`config.mk`:
```
export PLATFORM = sky130hd
export DESIGN_NAME = packet_frame_builder_checksum_top
export DESIGN_NICKNAME = d
export VERILOG_FILES = /design/src/pfb_pkg.sv /design/src/pfb_cfg.sv /design/src/pfb_front.sv /design/src/pfb_cmd_fifo.sv /design/src/pfb_back.sv /design/src/packet_frame_builder_checksum_top.sv
export SDC_FILE = /design/constraint.sdc
export NUM_CORES = 1
export LEC_CHECK = 0
export BUFFER_PORTS_ARGS = -buffer_cell sky130_fd_sc_hd__buf_2
export CAP_MARGIN = 25
export CORE_AREA = 2 2 198 200
export CTS_CLUSTER_SIZE = 28
export DETAILED_ROUTE_END_ITERATION = 10
export DIE_AREA = 0 0 200 202
export PLACE_DENSITY = 0.54
export SYNTH_ARGS = -nofsm -noshare
export SYNTH_HDL_FRONTEND = slang
export SYNTH_SLANG_ARGS = --single-unit
export TNS_END_PERCENT = 30
```
`constraint.sdc`:
```
create_clock -name clk_i -period 8.4 [get_ports clk_i]
set_input_delay 1.68 -clock clk_i [delete_from_list [all_inputs] [get_ports clk_i]]
set_output_delay 1.68 -clock clk_i [all_outputs]
set_load 0.02 [all_outputs]
```
`src/pfb_pkg.sv`:
```
// shared types and constants for the packet frame builder
// no dependencies; imported by every module of the block
package pfb_pkg;

  localparam int unsigned CfgIdxW  = 3;
  localparam int unsigned CfgDataW = 16;
  localparam int unsigned CmdDepth = 4;
  localparam int unsigned CmdPtrW  = $clog2(CmdDepth);
  localparam int unsigned CmdCntW  = $clog2(CmdDepth + 1);

  localparam logic [1:0] StOk      = 2'd0;
  localparam logic [1:0] StBadType = 2'd1;
  localparam logic [1:0] StBadLen  = 2'd2;
  localparam logic [1:0] StNoPkt   = 2'd3;

  typedef enum logic [CfgIdxW-1:0] {
    CFG_VERSION      = 3'd0,
    CFG_SOURCE_PORT  = 3'd1,
    CFG_CTRL_TYPE    = 3'd2,
    CFG_CTRL_DEST    = 3'd3,
    CFG_MSG_TYPE     = 3'd4,
    CFG_MSG_DEST     = 3'd5,
    CFG_MAX_LEN      = 3'd6
  } cfg_idx_e;

  typedef enum logic [1:0] {
    CMD_ERR  = 2'd0,
    CMD_HDR  = 2'd1,
    CMD_DATA = 2'd2
  } cmd_kind_e;

  typedef struct packed {
    logic        func;
    logic [3:0]  packet_type;
    logic [11:0] payload_length;
    logic [7:0]  payload_byte;
  } in_item_t;

  typedef struct packed {
    logic [7:0] out_byte;
    logic [1:0] status;
    logic       last;
    logic       end_of_packet;
  } out_item_t;

  typedef struct packed {
    logic [7:0]  version;
    logic [15:0] source_port;
    logic [3:0]  control_type_code;
    logic [15:0] control_dest_port;
    logic [3:0]  message_type_code;
    logic [15:0] message_dest_port;
    logic [11:0] max_payload_length;
  } cfg_t;

  // one classified item handed from front to back
  typedef struct packed {
    cmd_kind_e   kind;
    logic [1:0]  status;
    logic [15:0] dest;
    logic [15:0] len_type;
    logic        pad;
    logic        zero_len;
    logic [7:0]  data;
    logic        final_byte;
  } cmd_t;

endpackage

```
`src/pfb_cfg.sv`:
```
// configuration register file of the packet frame builder
// uses pfb_pkg for the register layout and index codes
module pfb_cfg (
  input  logic                          clk_i,
  input  logic                          rst_ni,
  input  logic                          wr_en_i,
  input  logic [pfb_pkg::CfgIdxW-1:0]   wr_index_i,
  input  logic [pfb_pkg::CfgDataW-1:0]  wr_data_i,
  output pfb_pkg::cfg_t                 cfg_o
);
  import pfb_pkg::*;

  cfg_t cfg_q, cfg_d;

  always_comb begin
    cfg_d = cfg_q;
    if (wr_en_i) begin
      case (cfg_idx_e'(wr_index_i))
        CFG_VERSION:     cfg_d.version            = wr_data_i[7:0];
        CFG_SOURCE_PORT: cfg_d.source_port        = wr_data_i;
        CFG_CTRL_TYPE:   cfg_d.control_type_code  = wr_data_i[3:0];
        CFG_CTRL_DEST:   cfg_d.control_dest_port  = wr_data_i;
        CFG_MSG_TYPE:    cfg_d.message_type_code  = wr_data_i[3:0];
        CFG_MSG_DEST:    cfg_d.message_dest_port  = wr_data_i;
        CFG_MAX_LEN:     cfg_d.max_payload_length = wr_data_i[11:0];
        default: ;
      endcase
    end
  end

  always_ff @(posedge clk_i or negedge rst_ni) begin
    if (!rst_ni) begin
      cfg_q.version            <= 8'd1;
      cfg_q.source_port        <= 16'd0;
      cfg_q.control_type_code  <= 4'd0;
      cfg_q.control_dest_port  <= 16'd0;
      cfg_q.message_type_code  <= 4'd1;
      cfg_q.message_dest_port  <= 16'd0;
      cfg_q.max_payload_length <= 12'hFFF;
    end else begin
      cfg_q <= cfg_d;
    end
  end

  assign cfg_o = cfg_q;

endmodule

```
`src/pfb_front.sv`:
```
// front end: checks start items, tracks the open packet, classifies each word
// uses pfb_pkg for item, config and command types
module pfb_front (
  input  logic               clk_i,
  input  logic               rst_ni,
  input  pfb_pkg::cfg_t      cfg_i,
  input  pfb_pkg::in_item_t  item_i,
  input  logic               accept_i,
  output pfb_pkg::cmd_t      cmd_o
);
  import pfb_pkg::*;

  logic        open_q, open_d;
  logic [11:0] remaining_q, remaining_d;
  cmd_t        cmd;

  always_comb begin
    cmd            = '0;
    cmd.kind       = CMD_ERR;
    cmd.status     = StOk;
    cmd.len_type   = {item_i.packet_type, item_i.payload_length};
    cmd.pad        = ~item_i.payload_length[0];
    cmd.zero_len   = (item_i.payload_length == 12'd0);
    cmd.data       = item_i.payload_byte;
    cmd.final_byte = (remaining_q == 12'd1);
    open_d         = open_q;
    remaining_d    = remaining_q;

    if (!item_i.func) begin
      if (item_i.packet_type == cfg_i.control_type_code) begin
        cmd.dest = cfg_i.control_dest_port;
      end else begin
        cmd.dest = cfg_i.message_dest_port;
      end
      if (item_i.packet_type != cfg_i.control_type_code &&
          item_i.packet_type != cfg_i.message_type_code) begin
        cmd.status = StBadType;
      end else if (item_i.payload_length > cfg_i.max_payload_length) begin
        cmd.status = StBadLen;
      end else begin
        // a start while open simply drops the unfinished packet
        cmd.kind    = CMD_HDR;
        open_d      = !cmd.zero_len;
        remaining_d = item_i.payload_length;
      end
    end else if (!open_q) begin
      cmd.status = StNoPkt;
    end else begin
      cmd.kind    = CMD_DATA;
      remaining_d = remaining_q - 12'd1;
      if (cmd.final_byte) begin
        open_d = 1'b0;
      end
    end
  end

  always_ff @(posedge clk_i or negedge rst_ni) begin
    if (!rst_ni) begin
      open_q      <= 1'b0;
      remaining_q <= 12'd0;
    end else if (accept_i) begin
      open_q      <= open_d;
      remaining_q <= remaining_d;
    end
  end

  assign cmd_o = cmd;

endmodule

```
`src/pfb_cmd_fifo.sv`:
```
// short command queue between front and back
// uses pfb_pkg for the command type and depth
module pfb_cmd_fifo (
  input  logic           clk_i,
  input  logic           rst_ni,
  input  logic           push_i,
  input  pfb_pkg::cmd_t  push_data_i,
  output logic           full_o,
  input  logic           pop_i,
  output pfb_pkg::cmd_t  head_o,
  output logic           empty_o
);
  import pfb_pkg::*;

  cmd_t                 mem_q [CmdDepth];
  logic [CmdPtrW-1:0]   wr_ptr_q, rd_ptr_q;
  logic [CmdCntW-1:0]   count_q, count_d;
  logic                 do_push, do_pop;

  assign full_o  = (count_q == CmdCntW'(CmdDepth));
  assign empty_o = (count_q == '0);
  assign do_push = push_i && !full_o;
  assign do_pop  = pop_i && !empty_o;
  assign head_o  = mem_q[rd_ptr_q];

  always_comb begin
    count_d = count_q;
    if (do_push && !do_pop) begin
      count_d = count_q + 1'b1;
    end else if (do_pop && !do_push) begin
      count_d = count_q - 1'b1;
    end
  end

  always_ff @(posedge clk_i) begin
    if (do_push) begin
      mem_q[wr_ptr_q] <= push_data_i;
    end
  end

  always_ff @(posedge clk_i or negedge rst_ni) begin
    if (!rst_ni) begin
      wr_ptr_q <= '0;
      rd_ptr_q <= '0;
      count_q  <= '0;
    end else begin
      count_q <= count_d;
      if (do_push) begin
        wr_ptr_q <= wr_ptr_q + 1'b1;
      end
      if (do_pop) begin
        rd_ptr_q <= rd_ptr_q + 1'b1;
      end
    end
  end

endmodule

```
`src/pfb_back.sv`:
```
// back end: expands commands into bytes, keeps the checksum, holds the output word
// uses pfb_pkg for command, config and result types
module pfb_back (
  input  logic                clk_i,
  input  logic                rst_ni,
  input  pfb_pkg::cfg_t       cfg_i,
  input  pfb_pkg::cmd_t       cmd_i,
  input  logic                cmd_valid_i,
  output logic                cmd_pop_o,
  output pfb_pkg::out_item_t  result_o,
  output logic                result_valid_o,
  input  logic                result_pop_i
);
  import pfb_pkg::*;

  localparam logic [3:0] StepHdrLast = 4'd6;
  localparam logic [3:0] StepPad     = 4'd7;
  localparam logic [3:0] StepHdrCkLo = 4'd8;
  localparam logic [3:0] StepHdrCkHi = 4'd9;
  localparam logic [3:0] StepDatCkLo = 4'd1;
  localparam logic [3:0] StepDatCkHi = 4'd2;

  logic [3:0]  step_q, step_d;
  logic [15:0] sum_q, sum_d;
  logic        odd_q, odd_d;
  out_item_t   out_q, out_d;
  logic        out_valid_q;

  logic        fire, done, acc, ck_lo, ck_hi;
  logic [15:0] base_sum, ck;
  logic        base_odd;
  logic [16:0] wide_sum;
  logic [15:0] word;

  assign fire = cmd_valid_i && (!out_valid_q || result_pop_i);
  assign ck   = ~sum_q;

  always_comb begin
    out_d         = '0;
    out_d.status  = StOk;
    acc           = 1'b0;
    ck_lo         = 1'b0;
    ck_hi         = 1'b0;
    done          = 1'b0;
    step_d        = step_q + 4'd1;
    case (cmd_i.kind)
      CMD_HDR: begin
        case (step_q)
          4'd0: out_d.out_byte = cfg_i.version;
          4'd1: out_d.out_byte = cfg_i.source_port[7:0];
          4'd2: out_d.out_byte = cfg_i.source_port[15:8];
          4'd3: out_d.out_byte = cmd_i.dest[7:0];
          4'd4: out_d.out_byte = cmd_i.dest[15:8];
          4'd5: out_d.out_byte = cmd_i.len_type[7:0];
          4'd6: out_d.out_byte = cmd_i.len_type[15:8];
          default: out_d.out_byte = 8'd0;
        endcase
        acc   = (step_q <= StepPad);
        ck_lo = (step_q == StepHdrCkLo);
        ck_hi = (step_q == StepHdrCkHi);
        if (step_q == StepHdrLast && !cmd_i.pad) begin
          step_d = StepHdrCkLo;
        end
        if (cmd_i.zero_len) begin
          done = ck_hi;
        end else if (cmd_i.pad) begin
          done = (step_q == StepPad);
        end else begin
          done = (step_q == StepHdrLast);
        end
      end
      CMD_DATA: begin
        out_d.out_byte = cmd_i.data;
        acc   = (step_q == 4'd0);
        ck_lo = (step_q == StepDatCkLo);
        ck_hi = (step_q == StepDatCkHi);
        done  = cmd_i.final_byte ? ck_hi : 1'b1;
      end
      default: begin
        out_d.status = cmd_i.status;
        done         = 1'b1;
      end
    endcase
    if (ck_lo) begin
      out_d.out_byte = ck[7:0];
    end
    if (ck_hi) begin
      out_d.out_byte      = ck[15:8];
      out_d.end_of_packet = 1'b1;
    end
    out_d.last = done;
  end

  // a header restarts the sum at its first byte; carry folds back in once
  always_comb begin
    if (cmd_i.kind == CMD_HDR && step_q == 4'd0) begin
      base_sum = 16'd0;
      base_odd = 1'b0;
    end else begin
      base_sum = sum_q;
      base_odd = odd_q;
    end
    word     = base_odd ? {out_d.out_byte, 8'd0} : {8'd0, out_d.out_byte};
    wide_sum = {1'b0, base_sum} + {1'b0, word};
    sum_d    = wide_sum[15:0] + {15'd0, wide_sum[16]};
    odd_d    = !base_odd;
  end

  always_ff @(posedge clk_i) begin
    if (fire) begin
      out_q <= out_d;
    end
  end

  always_ff @(posedge clk_i or negedge rst_ni) begin
    if (!rst_ni) begin
      step_q      <= 4'd0;
      sum_q       <= 16'd0;
      odd_q       <= 1'b0;
      out_valid_q <= 1'b0;
    end else begin
      if (fire) begin
        out_valid_q <= 1'b1;
        step_q      <= done ? 4'd0 : step_d;
        if (acc) begin
          sum_q <= sum_d;
          odd_q <= odd_d;
        end
      end else if (result_pop_i) begin
        out_valid_q <= 1'b0;
      end
    end
  end

  assign cmd_pop_o      = fire && done;
  assign result_o       = out_q;
  assign result_valid_o = out_valid_q;

endmodule

```
`src/packet_frame_builder_checksum_top.sv`:
```
// top level of the packet frame builder with ones' complement checksum
// uses pfb_pkg, pfb_cfg, pfb_front, pfb_cmd_fifo and pfb_back
//
//   channel   handshake                 payload
//   input     push / full               item_i (func, type, length, byte)
//   result    empty / pop               result_o (byte, status, last, eop)
//   config    cfg_valid_i / cfg_ready_o cfg_index_i, cfg_data_i
//
// an input word is taken every cycle while the four-entry command queue has room
// the back end sends one byte per cycle unless the result stalls: a start gives
// 7 to 10 bytes, a payload byte 1 or 3, an error 1, so the byte output sets the
// long-run item rate; the output register is reloaded in the cycle it is popped
// reset clears queue, packet state and checksum and loads config defaults

module packet_frame_builder_checksum_top (
  input  logic                          clk_i,
  input  logic                          rst_ni,
  input  logic                          push,
  output logic                          full,
  input  pfb_pkg::in_item_t             item_i,
  output logic                          empty,
  input  logic                          pop,
  output pfb_pkg::out_item_t            result_o,
  input  logic                          cfg_valid_i,
  output logic                          cfg_ready_o,
  input  logic [pfb_pkg::CfgIdxW-1:0]   cfg_index_i,
  input  logic [pfb_pkg::CfgDataW-1:0]  cfg_data_i
);
  import pfb_pkg::*;

  cfg_t  cfg;
  cmd_t  front_cmd, head_cmd;
  logic  accept, head_empty, head_pop, result_valid;

  assign cfg_ready_o = 1'b1;
  assign accept      = push && !full;
  assign empty       = !result_valid;

  pfb_cfg u_cfg (
    .clk_i      (clk_i),
    .rst_ni     (rst_ni),
    .wr_en_i    (cfg_valid_i && cfg_ready_o),
    .wr_index_i (cfg_index_i),
    .wr_data_i  (cfg_data_i),
    .cfg_o      (cfg)
  );

  pfb_front u_front (
    .clk_i    (clk_i),
    .rst_ni   (rst_ni),
    .cfg_i    (cfg),
    .item_i   (item_i),
    .accept_i (accept),
    .cmd_o    (front_cmd)
  );

  pfb_cmd_fifo u_fifo (
    .clk_i       (clk_i),
    .rst_ni      (rst_ni),
    .push_i      (accept),
    .push_data_i (front_cmd),
    .full_o      (full),
    .pop_i       (head_pop),
    .head_o      (head_cmd),
    .empty_o     (head_empty)
  );

  pfb_back u_back (
    .clk_i          (clk_i),
    .rst_ni         (rst_ni),
    .cfg_i          (cfg),
    .cmd_i          (head_cmd),
    .cmd_valid_i    (!head_empty),
    .cmd_pop_o      (head_pop),
    .result_o       (result_o),
    .result_valid_o (result_valid),
    .result_pop_i   (pop)
  );

`ifndef SYNTHESIS
  a_eop_is_last : assert property (@(posedge clk_i) disable iff (!rst_ni)
    (!empty && result_o.end_of_packet) |-> result_o.last)
    else $error("checksum high byte not marked last");

  a_err_byte_zero : assert property (@(posedge clk_i) disable iff (!rst_ni)
    (!empty && result_o.status != StOk) |-> (result_o.out_byte == 8'd0 && result_o.last))
    else $error("error result with data or without last");

  a_eop_ok : assert property (@(posedge clk_i) disable iff (!rst_ni)
    (!empty && result_o.end_of_packet) |-> (result_o.status == StOk))
    else $error("end of packet on an error result");

  a_pop_needs_cmd : assert property (@(posedge clk_i) disable iff (!rst_ni)
    head_pop |-> !head_empty)
    else $error("command popped from empty queue");
`endif

endmodule

```
; Yosys cells after proc, flatten, opt, wreduce, memory -nomap -nowiden
; Memory sizes are Yosys's and may differ from the RTL's.
; Index checks and enable logic that the tools add are counted.
[word_totals]
register_bits = 130
ram_bits = 188
input_bits = 49
out_inout_bits = 15
word_cells = 136
mem_count = 1
[mem_list]
columns = memory, depth, width, rd, rd_clocked_by_memory_dff, write_ports, line
row1 = u_fifo.mem_q, 4, 47, 1, 0, 1, pfb_cmd_fifo.sv:15  ; cmd_t mem_q [CmdDepth];
[op_classes]
add_sub_neg = 8
order_cmp = 2
eq_ne = 25
mux = 42
n_bitwise = 2
reduce_logical = 36
[ops]
columns = cell, n
row1 = $mux W16, 4
row2 = $pmux W8 S7, 1
row3 = $mux W12, 4
row4 = $add A16 B16 Y17, 1
row5 = $add A16 B1 Y16, 1
row6 = $eq A4 B3 Y1 const B, 4
row7 = $mux W1, 16
row8 = $mux W4, 4
row9 = $mux W8, 2
row10 = $not A16 Y16, 1
row11 = $pmux W8 S2, 1
row12 = $reduce_and A2 Y1, 8
row13 = $eq A12 B1 Y1 const B, 1
row14 = $eq A3 B3 Y1 const B, 4
row15 = $gt A12 B12 Y1, 1
row16 = $logic_not A12 Y1, 1
row17 = $sub A12 B1 Y12 const B, 1
row18 = $logic_and A1 B1 Y1, 10
row19 = $eq A4 B2 Y1 const B, 2
row20 = $eq A4 B4 Y1 const B, 2
row21 = $logic_not A1 Y1, 8
row22 = $mux W2, 4
row23 = $ne A4 B4 Y1, 2
row24 = $pmux W1 S2, 4
row25 = other kinds (22), 28

; Logic depth before layout (Yosys ltp)
[depth]
ltp_word = 9
ltp_mapped = 35
mapped_depth_nobuf = 30

; Cells and area by module
; From an unflattened synthesis, not the netlist that was laid out.
[hier_totals]
cells_unflattened = 1138
hier_area_um2 = 15673.8
[by_module_without_submodules]
columns = mod, instances, cells_each, area_each_um2, seq_area_each_um2
row1 = pfb_cmd_fifo, 1, 282, 7223.2, 5820.6
row2 = pfb_back, 1, 436, 3542.1, 910.9
row3 = pfb_cfg, 1, 167, 2954.1, 1919.3
row4 = pfb_front, 1, 248, 1921.8, 325.3
row5 = packet_frame_builder_checksum_top, 1, 5, 32.5, 0.0

; Least setup slack after synthesis
; No wires, ideal clock.
[synth_path]
path_kind = reg2reg
startpoint = register u_fifo.rd_ptr_q[0]
endpoint = register u_back.sum_q[14]
setup_ns = 0.163
t_arrival_ns = 6.374
required_time_ns = 8.237
path_slack_ns = 1.863
path_stages_with_launch = 33
n_path_buf = 5
period_less_slack_ns = 6.537
cell_sequence = dfrtp_1 -> buf_2 -> buf_2 -> buf_2 -> buf_2 -> mux4_2 -> ha_1 -> a32o_1 -> nand2_1 -> clkbuf_1 -> a31oi_1 -> nor2_1 -> and2_1 -> ha_1 -> inv_1 -> fa_1 -> nand2b_1 -> a21oi_1 -> o2111ai_1 -> nand2_1 -> a21o_1 -> a21oi_1 -> o21bai_1 -> a21o_1 -> ha_1 -> ha_1 -> nand2_1 -> inv_1 -> o21ai_0 -> or4_4 -> nor3b_2 -> a31o_2 -> a31oi_1
[synth_rtl]
columns = item, line
row1 = "start, declared", pfb_cmd_fifo.sv:16  ; logic [CmdPtrW-1:0] wr_ptr_q, rd_ptr_q;
row2 = "start signal, assigned", pfb_cmd_fifo.sv:52  ; rd_ptr_q <= rd_ptr_q + 1'b1;
row3 = "end signal, assigned", pfb_back.sv:126  ; sum_q <= sum_d;
row4 = "end, declared", pfb_back.sv:24  ; logic [15:0] sum_q, sum_d;

==> impl_metrics.json <==
{
  "ir_worst_vdd_mv": 0.1935,
  "crit_path_end": "u_back.sum_q[14]",
  "syn_nets": 1185,
  "busiest_layer": "met2",
  "initial_core_util_pct": 39.46,
  "ys_seq_elements": 318,
  "grt_pass1_vias": 9258,
  "worstPathRequired_ns": 8.83,
  "numCtsBuffers": 36,
  "end_kind": "flop",
  "async_flop_share_pct": 37.11,
  "dieArea_um2": 40400,
  "reg2reg_depth": 30,
  "crit_top_cell": "ha_1",
  "grt_use_met2_pct": 28.31,
  "setup_tns_ns": 0,
  "period_needed_ns": 6.871,
  "synth_common_cells": "edfxtp_1 (200), dfrtp_1 (104), mux2_2 (77), nor2_1 (70), nand2_1 (57)",
  "leakagePower_nw": 6.591,
  "netlist_area_um2": 15110,
  "row_count": 72,
  "drt-total-wl_mm": 36.12,
  "clkTransAtPathRegs_ns": 0.06,
  "worstPathMaxFanout": 16,
  "design_area_um2": 17180,
  "synthTopCellsByArea": "edfxtp_1 (40%), dfrtp_1 (17%), mux4_2 (7.0%), mux2_2 (5.7%), ha_1 (3.6%)",
  "slew_viol_final": 0,
  "synthCells": 1090,
  "grt_setup_unrepaired": "no",
  "regArea_um2": 8981,
  "fin_worst_skew_ns": 0.02455,
  "gp_congestion": 0.8730,
  "die_h_um": 202,
  "nFillCells": 3446,
  "multi_input_area_um2": 5794,
  "setup-violations-final": 0,
  "worst_pin_slew_ns": 0.9305,
  "drtPass1Iterations": 5,
  "yosys_most_used_dff": "edfxtp_1",
  "io_buffers": 62,
  "drt_iter0_markers": 589,
  "grt-ovfl-total": 0,
  "met3_usage_pct": 2.536,
  "utilization_pct": 44.87,
  "fin_crit_sh_pct": 81.80,
  "core_region_area_um2": 38290,
  "synth_top_area_cell": "edfxtp_1",
  "grtUsageTotal_pct": 18.48,
  "antenna_left": 0,
  "slowest_delay_ns": 0.71,
  "cts_sinks": 318,
  "synth_top_area_share_pct": 39.75,
  "synth_warnings": 0,
  "final_hold_viol_count": 0,
  "seq_area_frac_synth_pct": 59.41,
  "min_path_cells": 1,
  "clockRootBuffer": "clkbuf_16",
  "antenna_found_initial": 0,
  "grt_pass1_wl_mm": 56.15,
  "hpwl_mm": 24.85,
  "cap_violations": 0,
  "wire_per_inst_um": 21.13,
  "place_area_um2": 16030,
  "drive_gt1_share_pct": 24.94,
  "htree_levels": 2,
  "cts_setup_buffers": 0,
  "critPathLaunch": "u_fifo.rd_ptr_q[0]",
  "cpMaxStageDelayCell": "nor2_1",
  "start_kind": "flop",
  "ctsResizeCount": 0,
  "r2r_start": "u_fifo.rd_ptr_q[0]",
  "drc_errors": 0,
  "drt-vias-per-instance": 5.472,
  "grt_start_max_net_pins": 65,
  "yosysUniqueCellTypes": 80,
  "ioPinCount": 64,
  "rr_endpoint": "u_back.sum_q[14]",
  "status": "completed",
  "path_class": "reg -> reg",
  "n_antenna_cell": 0,
  "die_x_um": 200,
  "cts_max_path_buffers": 3,
  "nets": 1258,
  "fmax_mhz": 145.5,
  "cts_tree": "done",
  "reg2reg_slack_ns": 1.53,
  "synth_edf_count": 200,
  "holdBufCountCts": 0,
  "hold_ws_ns": 0.4884,
  "relSlewSlack_pct": 37.29,
  "grt_util_met1_pct": 27.53,
  "holdCritPathClass": "reg -> reg",
  "avgSynthCellArea_um2": 13.86,
  "arrival_ns": 7.30,
  "yosysMostFrequentCell": "edfxtp_1",
  "vias": 9352,
  "power.density_nw_per_um2": 363.9,
  "clk_latency_ns": 0.53,
  "areaGrowthSynthToFinish_pct": 13.71
}
[stage by stage]
stage / total power, mW / instances / worst slack, ns
detailed placement: 4.769 / 1642 / 1.628
CTS: 6.314 / 1708 / 1.545
floorplan: 4.070 / 1090 / 1.863
finish: 6.252 / 1709 / 1.529
global placement: 4.761 / 1636 / 1.493
global route: 6.650 / 1709 / 0.9033
[worst max-delay path: cells and delay by family, from the launching register on]
family	cells	cell delay, ns
mux	1	0.54
compound gates	11	1.78
buf+inv	3	0.23
flops	1	0.51
fa+ha+maj	5	1.29
simple gates	10	2.43
[registers in the layout (all words and copies together) (netlist names)]
name	flops
u_fifo.mem_q	188
u_cfg.cfg_o	76
u_back.sum_q	16
u_back.result_o	12
u_front.remaining_q	12
u_back.step_q	4
u_fifo.count_q	3
u_fifo.rd_ptr_q	2
u_fifo.wr_ptr_q	2
u_back.odd_q	1
u_back.result_valid_o	1
u_front.open_q	1
[power by group]
part | leakage, nW | internal [mW] | switching [mW]
combinational | 2.76 | 0.963 | 1.46
clock | 0.556 | 0.905 | 0.613
sequential | 3.28 | 2.12 | 0.191
total | 6.59 | 3.99 | 2.26
[logic make-up after synthesis]
group                      Yosys count  synth area share [%]
adders and majority gates           46                 3.909
buffers and inverters               85                 2.302
other                                1               0.02482
AOI/OAI and AO/OA                  180                 8.530
and+or+nand+nor                    286                 9.988
DFF                                318                 59.41
muxes                              144                 14.10
xor gates and xnor gates            30                 1.739
[cell usage in the layout (no fill, tap or decap), types with 14 or more instances in the layout]
cell type,synthesis,final
edfxtp_1,200,200
dfrtp_1,104,102
mux2_2,77,77
nor2_1,70,70
buf_2,10,63
nand2_1,57,57
mux4_2,47,47
ha_1,44,44
inv_1,38,38
clkbuf_16,0,38
o21ai_0,29,29
a21oi_1,29,29
nor3_1,24,24
nor2b_1,23,23
and2_1,26,22
a31oi_1,19,19
mux2i_1,19,19
xnor2_1,16,16
a22oi_1,15,15
buf_4,4,15
and3_1,14,14
xor2_1,14,14
clkbuf_1,29,14
dfstp_2,14,14
[layer usage]
metal	up-vias	wire, um
met4	0	892
met2	201	16650
met3	60	1436
li1	4326	-
met1	4765	17140
met5	-	0
[area by class of cell]
class	count	share of cell area [%]
sequential	318	52.28
multi-input combinational	687	33.73
clock buffer	53	5.921
tap	518	3.773
timing repair buffer	81	2.695
inverter	39	0.8521
clock inverter	13	0.7502
[how the worst min path moves through the flow]
stage                                  from           endpoint  slack, ns
after floorplan           u_fifo.count_q[2]  u_fifo.count_q[2]       0.46
after global placement    u_fifo.count_q[2]  u_fifo.count_q[2]       0.48
final                     u_fifo.count_q[2]  u_fifo.count_q[2]       0.49
after global routing        u_cfg.cfg_o[54]    u_cfg.cfg_o[54]       0.51
after detailed placement  u_fifo.count_q[2]  u_fifo.count_q[2]       0.48
after CTS                 u_fifo.count_q[2]  u_fifo.count_q[2]       0.49
(Power assumes the default switching activity.)
